[config.mk]
export PLATFORM = sky130hd
export DESIGN_NAME = fpsa_sum_cell
export DESIGN_NICKNAME = d
export VERILOG_FILES = /design/src/design/fpsa_pkg.sv /design/src/design/fpsa_sum_cell.sv
export SDC_FILE = /design/constraint.sdc
export NUM_CORES = 1
export LEC_CHECK = 0
export BUFFER_PORTS_ARGS = -buffer_cell sky130_fd_sc_hd__buf_2
export CAP_MARGIN = 20
export CORE_UTILIZATION = 42
export DETAILED_ROUTE_END_ITERATION = 16
export GPL_ROUTABILITY_DRIVEN = 1
export HOLD_SLACK_MARGIN = 0.15
export PLACE_DENSITY_LB_ADDON = 0.3
export SYNTH_ARGS = -nofsm -noshare
export SYNTH_HDL_FRONTEND = slang
export SYNTH_SLANG_ARGS = --single-unit
[constraint.sdc]
create_clock -name clk -period 1 [get_ports clk]
set_input_delay 0.2 -clock clk [delete_from_list [all_inputs] [get_ports clk]]
set_output_delay 0.2 -clock clk [all_outputs]
set_load 0.05 [all_outputs]
[src/design/fpsa_pkg.sv]
`default_nettype none

package fpsa_pkg;

    localparam int MAX_TILE_WIDTH_DEF  = 256;
    localparam int MAX_TILE_HEIGHT_DEF = 4096;

    localparam int VALUE_W     = 18;
    localparam int COL_W       = 9;
    localparam int ROW_W       = 13;
    localparam int CFG_W       = 13;
    localparam int SUM_W       = 21;
    localparam int TERM_N      = 4;
    localparam int FIFTH_W     = 14;
    localparam int PROD_W      = SUM_W + FIFTH_W;
    localparam int FIFTH_NUM   = 13107;
    localparam int FIFTH_SHIFT = 16;
    localparam int IN_TDATA_W  = 24;
    localparam int OUT_TDATA_W = VALUE_W + COL_W + ROW_W;

    typedef enum logic {
        REG_TILE_WIDTH  = 1'b0,
        REG_TILE_HEIGHT = 1'b1
    } fpsa_reg_t;

    // One slot of the accumulate chain: running sum plus the taps still to add.
    typedef struct packed {
        logic                             emit;
        logic                             last;
        logic [COL_W-1:0]                 col;
        logic [ROW_W-1:0]                 row;
        logic [SUM_W-1:0]                 sum;
        logic [TERM_N-1:0][VALUE_W-1:0]   terms;
    } fpsa_cell_t;

endpackage

`default_nettype wire

[src/design/fpsa_sum_cell.sv]
`default_nettype none

module fpsa_sum_cell
    import fpsa_pkg::*;
(
    input  wire logic       clk,
    input  wire logic       rst_n,
    input  wire logic       advance,
    input  wire fpsa_cell_t cell_in,
    output fpsa_cell_t      cell_out
);

    fpsa_cell_t cell_reg;
    fpsa_cell_t cell_next;

    // add the front tap, shift the rest toward the front
    always_comb
    begin
        cell_next     = cell_in;
        cell_next.sum = cell_in.sum + SUM_W'(cell_in.terms[0]);
        for (int i = 0; i < TERM_N - 1; i++)
        begin
            cell_next.terms[i] = cell_in.terms[i+1];
        end
        cell_next.terms[TERM_N-1] = '0;
    end

    always_ff @(posedge clk or negedge rst_n)
    begin
        if (!rst_n)
        begin
            cell_reg <= '0;
        end
        else if (advance)
        begin
            cell_reg <= cell_next;
        end
    end

    assign cell_out = cell_reg;

endmodule

`default_nettype wire

# After elaboration in Yosys (flattened, before gate mapping)

Cells that the tools add are included.

Add/subtract/negate cells: 1

Operator list:

| operator                                  | count |
|---|---|
| 21-bit by 18-bit adder with 21-bit output | 1 |

Bits in registers: 99
Bits of input ports: 120
Output and inout port bits: 117

# Depth between registers and ports, before layout

Depth in word-level cells: 1
Depth in mapped cells: 8
Mapped depth without buffers: 8

# Worst setup path before layout

Ideal clock, no wire load.

Kind: input to register
From: input port cell_in[0] in the netlist's numbering
To: register cell_reg (netlist bit cell_out[84])
Setup time: 0.125 ns
Arrival time: 1.963 ns
Data required time: 0.875 ns
Setup slack: -1.088 ns
Stages: 8
Cell sequence: ha_1 fa_1 a21o_1 a31oi_1 o211ai_1 a31oi_1 xnor2_1 mux2_2

Cells in the longest elaborated chain, start to end: 1

Ends and longest elaborated chain:

| item                                      | line                | source |
|---|---|---|
| start, declared                           | fpsa_sum_cell.sv:9  | `input wire fpsa_cell_t cell_in,` |
| 21-bit by 18-bit adder with 21-bit output | fpsa_sum_cell.sv:20 | `cell_next.sum = cell_in.sum + SUM_W'(cell_in.terms[0]);` |
| end signal, assigned                      | fpsa_sum_cell.sv:36 | `cell_reg <= cell_next;` |
| end, declared                             | fpsa_sum_cell.sv:13 | `fpsa_cell_t cell_reg;` |

Every way passes these cells.
A chain may end at the register's enable or synchronous reset.

# Final worst setup path

Same ends and word-level chain as after synthesis.

==> flow_metrics.env <==
export IMPL_status="complete, but fails checks"
export IMPL_violations="setup timing"
export IMPL_grt_use_total_pct=27.69
export IMPL_seqCellArea_um2=2477
export IMPL_avgSynthCellArea_um2=12.48
export IMPL_setup_violations=125
export IMPL_ys_async_sr_fraction_pct=100.0
export IMPL_ys_flop_type="dfrtp_1"
export IMPL_dieHeight_um=109.9
export IMPL_wl_per_cell_um=18.71
export IMPL_seq_area_frac_synth_pct=50.64
export IMPL_grt_pass1_wl_mm=24.75
export IMPL_die_w_um=109.9
export IMPL_reg2reg_slack_ps=-50
export IMPL_instances_no_fill=950
export IMPL_fin_crit_sh_pct=180.3
export IMPL_worstPathMaxFanout=3
export IMPL_power_mw=14.77
export IMPL_numCtsBuffers=9
export IMPL_place_detailed_hpwl_mm=9.576
export IMPL_cts_tree="built"
export IMPL_routed_wl_mm=17.77
export IMPL_diodes=0
export IMPL_overflow=0
export IMPL_path_class="primary input to flip-flop"
export IMPL_grt_max_degree=58
export IMPL_rsz0062_at_grt="yes"
export IMPL_synth_edf_count=0
export IMPL_syn_cell_area_um2=4892
export IMPL_setup_ws_ps=-802.9
export IMPL_power_density_nw_per_um2=1610
export IMPL_required_ps=1230
export IMPL_synth_seq_cells=99
export IMPL_final_hold_viol_count=0
export IMPL_tightest_slew_ps=506.3
export IMPL_multiInputGateArea_um2=2625
export IMPL_arrival_ps=2030
export IMPL_design_area_um2=9178
export IMPL_p_leak_nw=4.386
export IMPL_clock_sinks=99
export IMPL_initial_utilization_pct=43.03
export IMPL_n_fill_cell=606
export IMPL_netlist_instances=392
export IMPL_cts_max_path_buffers=2
export IMPL_syn2layout_area_growth_pct=87.60
export IMPL_num_rows=39
export IMPL_clockRootBuffer="clkbuf_16"
export IMPL_nets=941
export IMPL_dpl_cell_count=799
export IMPL_clock_skew_ps=0
export IMPL_yosysWarnings=0
export IMPL_io_buffers=218
export IMPL_timing_rr_start="cell_out[96]$_DFFE_PN0P_"
export IMPL_reg2regPathDepth=3
export IMPL_io_pin_count=237
export IMPL_maxCapViolations=0
export IMPL_antenna_found_initial=0
export IMPL_min_to="cell_out[72]$_DFFE_PN0P_"
export IMPL_min_delay_start="cell_in[72]"
export IMPL_drt_pass1_iterations=4
export IMPL_num_vias=4772
export IMPL_drtIter0Drc=185
export IMPL_htreeDepth=3
export IMPL_clock_latency_ps=340
export IMPL_startpoint_type="primary input"
export IMPL_peakVddDrop_uv=1219
export IMPL_cts_reportedPaths_clkPinSlew_ps=70
export IMPL_coreArea_um2=11370
export IMPL_hold_path_class="primary input to flip-flop"
export IMPL_largest_register_ffs=99
export IMPL_synth_distinct_cells=53
export IMPL_ant_nets=0
export IMPL_slew_violations=0
export IMPL_drc=0
export IMPL_dpl_instance_area_um2=6774
export IMPL_via_per_inst=5.023
export IMPL_die_area_um2=12080
export IMPL_gp_congestion=0.9511
export IMPL_hold_path_depth=3
export IMPL_maxSlewHeadroom_pct=66.25
export IMPL_rr_endpoint="cell_out[96]$_DFFE_PN0P_"
export IMPL_worstSetupEndpointType="flip-flop"
export IMPL_period_needed_ps=1803
export IMPL_layout_drive_gt1_share_pct=60.10
export IMPL_grt_pass1_vias=4899
export IMPL_clock_fmax_mhz=554.7
## cell families (layout without fill, tap and decap cells)
kind of cell | count (synthesis) | in the layout | share of synthesized area, %
AO/OA/AOI/OAI | 70 | 70 | 10.69
XOR/XNOR | 9 | 9 | 1.611
adder cells (fa/ha/maj) | 19 | 19 | 5.013
buffers and inverters | 46 | 444 | 5.243
flip-flops | 99 | 99 | 50.64
multiplexers | 89 | 89 | 20.43
other | 1 | 18 | 0.07665
AND/OR/NAND/NOR | 59 | 59 | 6.292
## through the flow
stage / setup WS (ps) / hold slack (ps) / util, % / setup TNS, ps
2_1_floorplan: -990.8 / -95.59 / - / -16600
6_report: -802.9 / 183.3 / 80.72 / -22150
5_1_grt: -875.7 / 182.2 / 80.72 / -25950
3_3_place_gp: -1201 / 50.17 / 59.58 / -32620
4_1_cts: -734.6 / 151.6 / 78.12 / -21610
3_5_place_dp: -1287 / 53.57 / 59.58 / -34040
## Yosys cell counts, drive strengths merged, types with 2 or more instances
master,count,area (µm²)
a21o,7,52.55
nor2,9,33.78
mux2i,2,20.02
o211ai,4,30.03
ha,18,225.2
nand3,8,40.04
xnor2,7,61.31
nand4,4,25.02
buf,22,165.2
a21oi,22,125.1
nor3b,3,22.52
a31oi,4,25.02
inv,8,30.03
nand2,15,56.30
dfrtp,99,2477
nor3,4,20.02
mux2,87,979.7
nand2b,3,18.77
a211oi,4,35.03
nor4b,2,17.52
or3,2,12.51
a211o,2,17.52
a2111o,2,22.52
o221ai,3,32.53
o21ai,7,35.03
and3,4,25.02
o311ai,6,52.55
xor2,2,17.52
o21bai,3,22.52
clkbuf,15,57.55
## cell usage in the layout, fill, tap and decap left out, types with 3 or more instances in the layout
master,n
nor2_1,8
o21bai_1,3
nand2_1,13
dfrtp_1,99
buf_2,113
nor3b_1,3
a21oi_1,13
nand2b_1,3
a21oi_4,3
ha_1,9
o211ai_1,4
ha_4,9
buf_6,111
o21ai_0,3
a21o_1,7
xnor2_1,6
conb_1,18
clkbuf_16,9
nand4_1,4
o21ai_1,4
nand3_2,3
buf_4,109
mux2_4,24
nand3_1,5
mux2_2,63
inv_1,8
dlygate4sd3_1,80
and3_1,4
a21oi_2,6
buf_12,5
## what timing repair did
item                       CTS  global route
hold endpoints to repair   178             0
pin swaps                   28            15
gates cloned                 0             0
gates resized for setup    234            20
setup endpoints to repair  116           117
setup buffers               29            33
hold buffers                80             0
## critical path: stages
cell      delay (ps)
buf_6            100
ha_4             160
fa_2             340
a21o_1           230
a31oi_4          160
o211ai_1         160
a31oi_1          310
xnor2_1          110
mux2_4           270
## how the worst max path moves through the flow
stage                           from                        to  slack (ps)  cells after the start
after detailed placement  cell_in[0]  cell_out[90]$_DFFE_PN0P_       -1290                      9
after global routing      cell_in[0]  cell_out[84]$_DFFE_PN0P_        -880                      9
final                     cell_in[0]  cell_out[84]$_DFFE_PN0P_        -800                      9
after CTS                 cell_in[1]  cell_out[83]$_DFFE_PN0P_        -730                      9
after global placement    cell_in[0]  cell_out[90]$_DFFE_PN0P_       -1200                      9
after floorplan           cell_in[0]  cell_out[84]$_DFFE_PN0P_        -990                      8
## routing by layer
layer	part of all wire (%)	track usage, %
met4	3.5	11.62
met5	0	0
met3	6.6	5.928
met1	38	31.23
met2	52	50.27
## power by group
part / internal, mW / switching, mW / leakage [nW]
combinational: 2.78 / 3.41 / 3.07
clock: 2.09 / 1.57 / 0.152
sequential: 4.50 / 0.424 / 1.16
total: 9.37 / 5.41 / 4.39
## layout make-up
type	instances	area share, %
repair buffers	419	38.68
multi-input cells	264	28.60
flip-flops and latches	99	26.99
clock buffers	11	2.754
well taps	143	1.950
clock inverters	5	0.6544
inverters	9	0.3681
No activity file was read; power rests on OpenSTA's default activity.
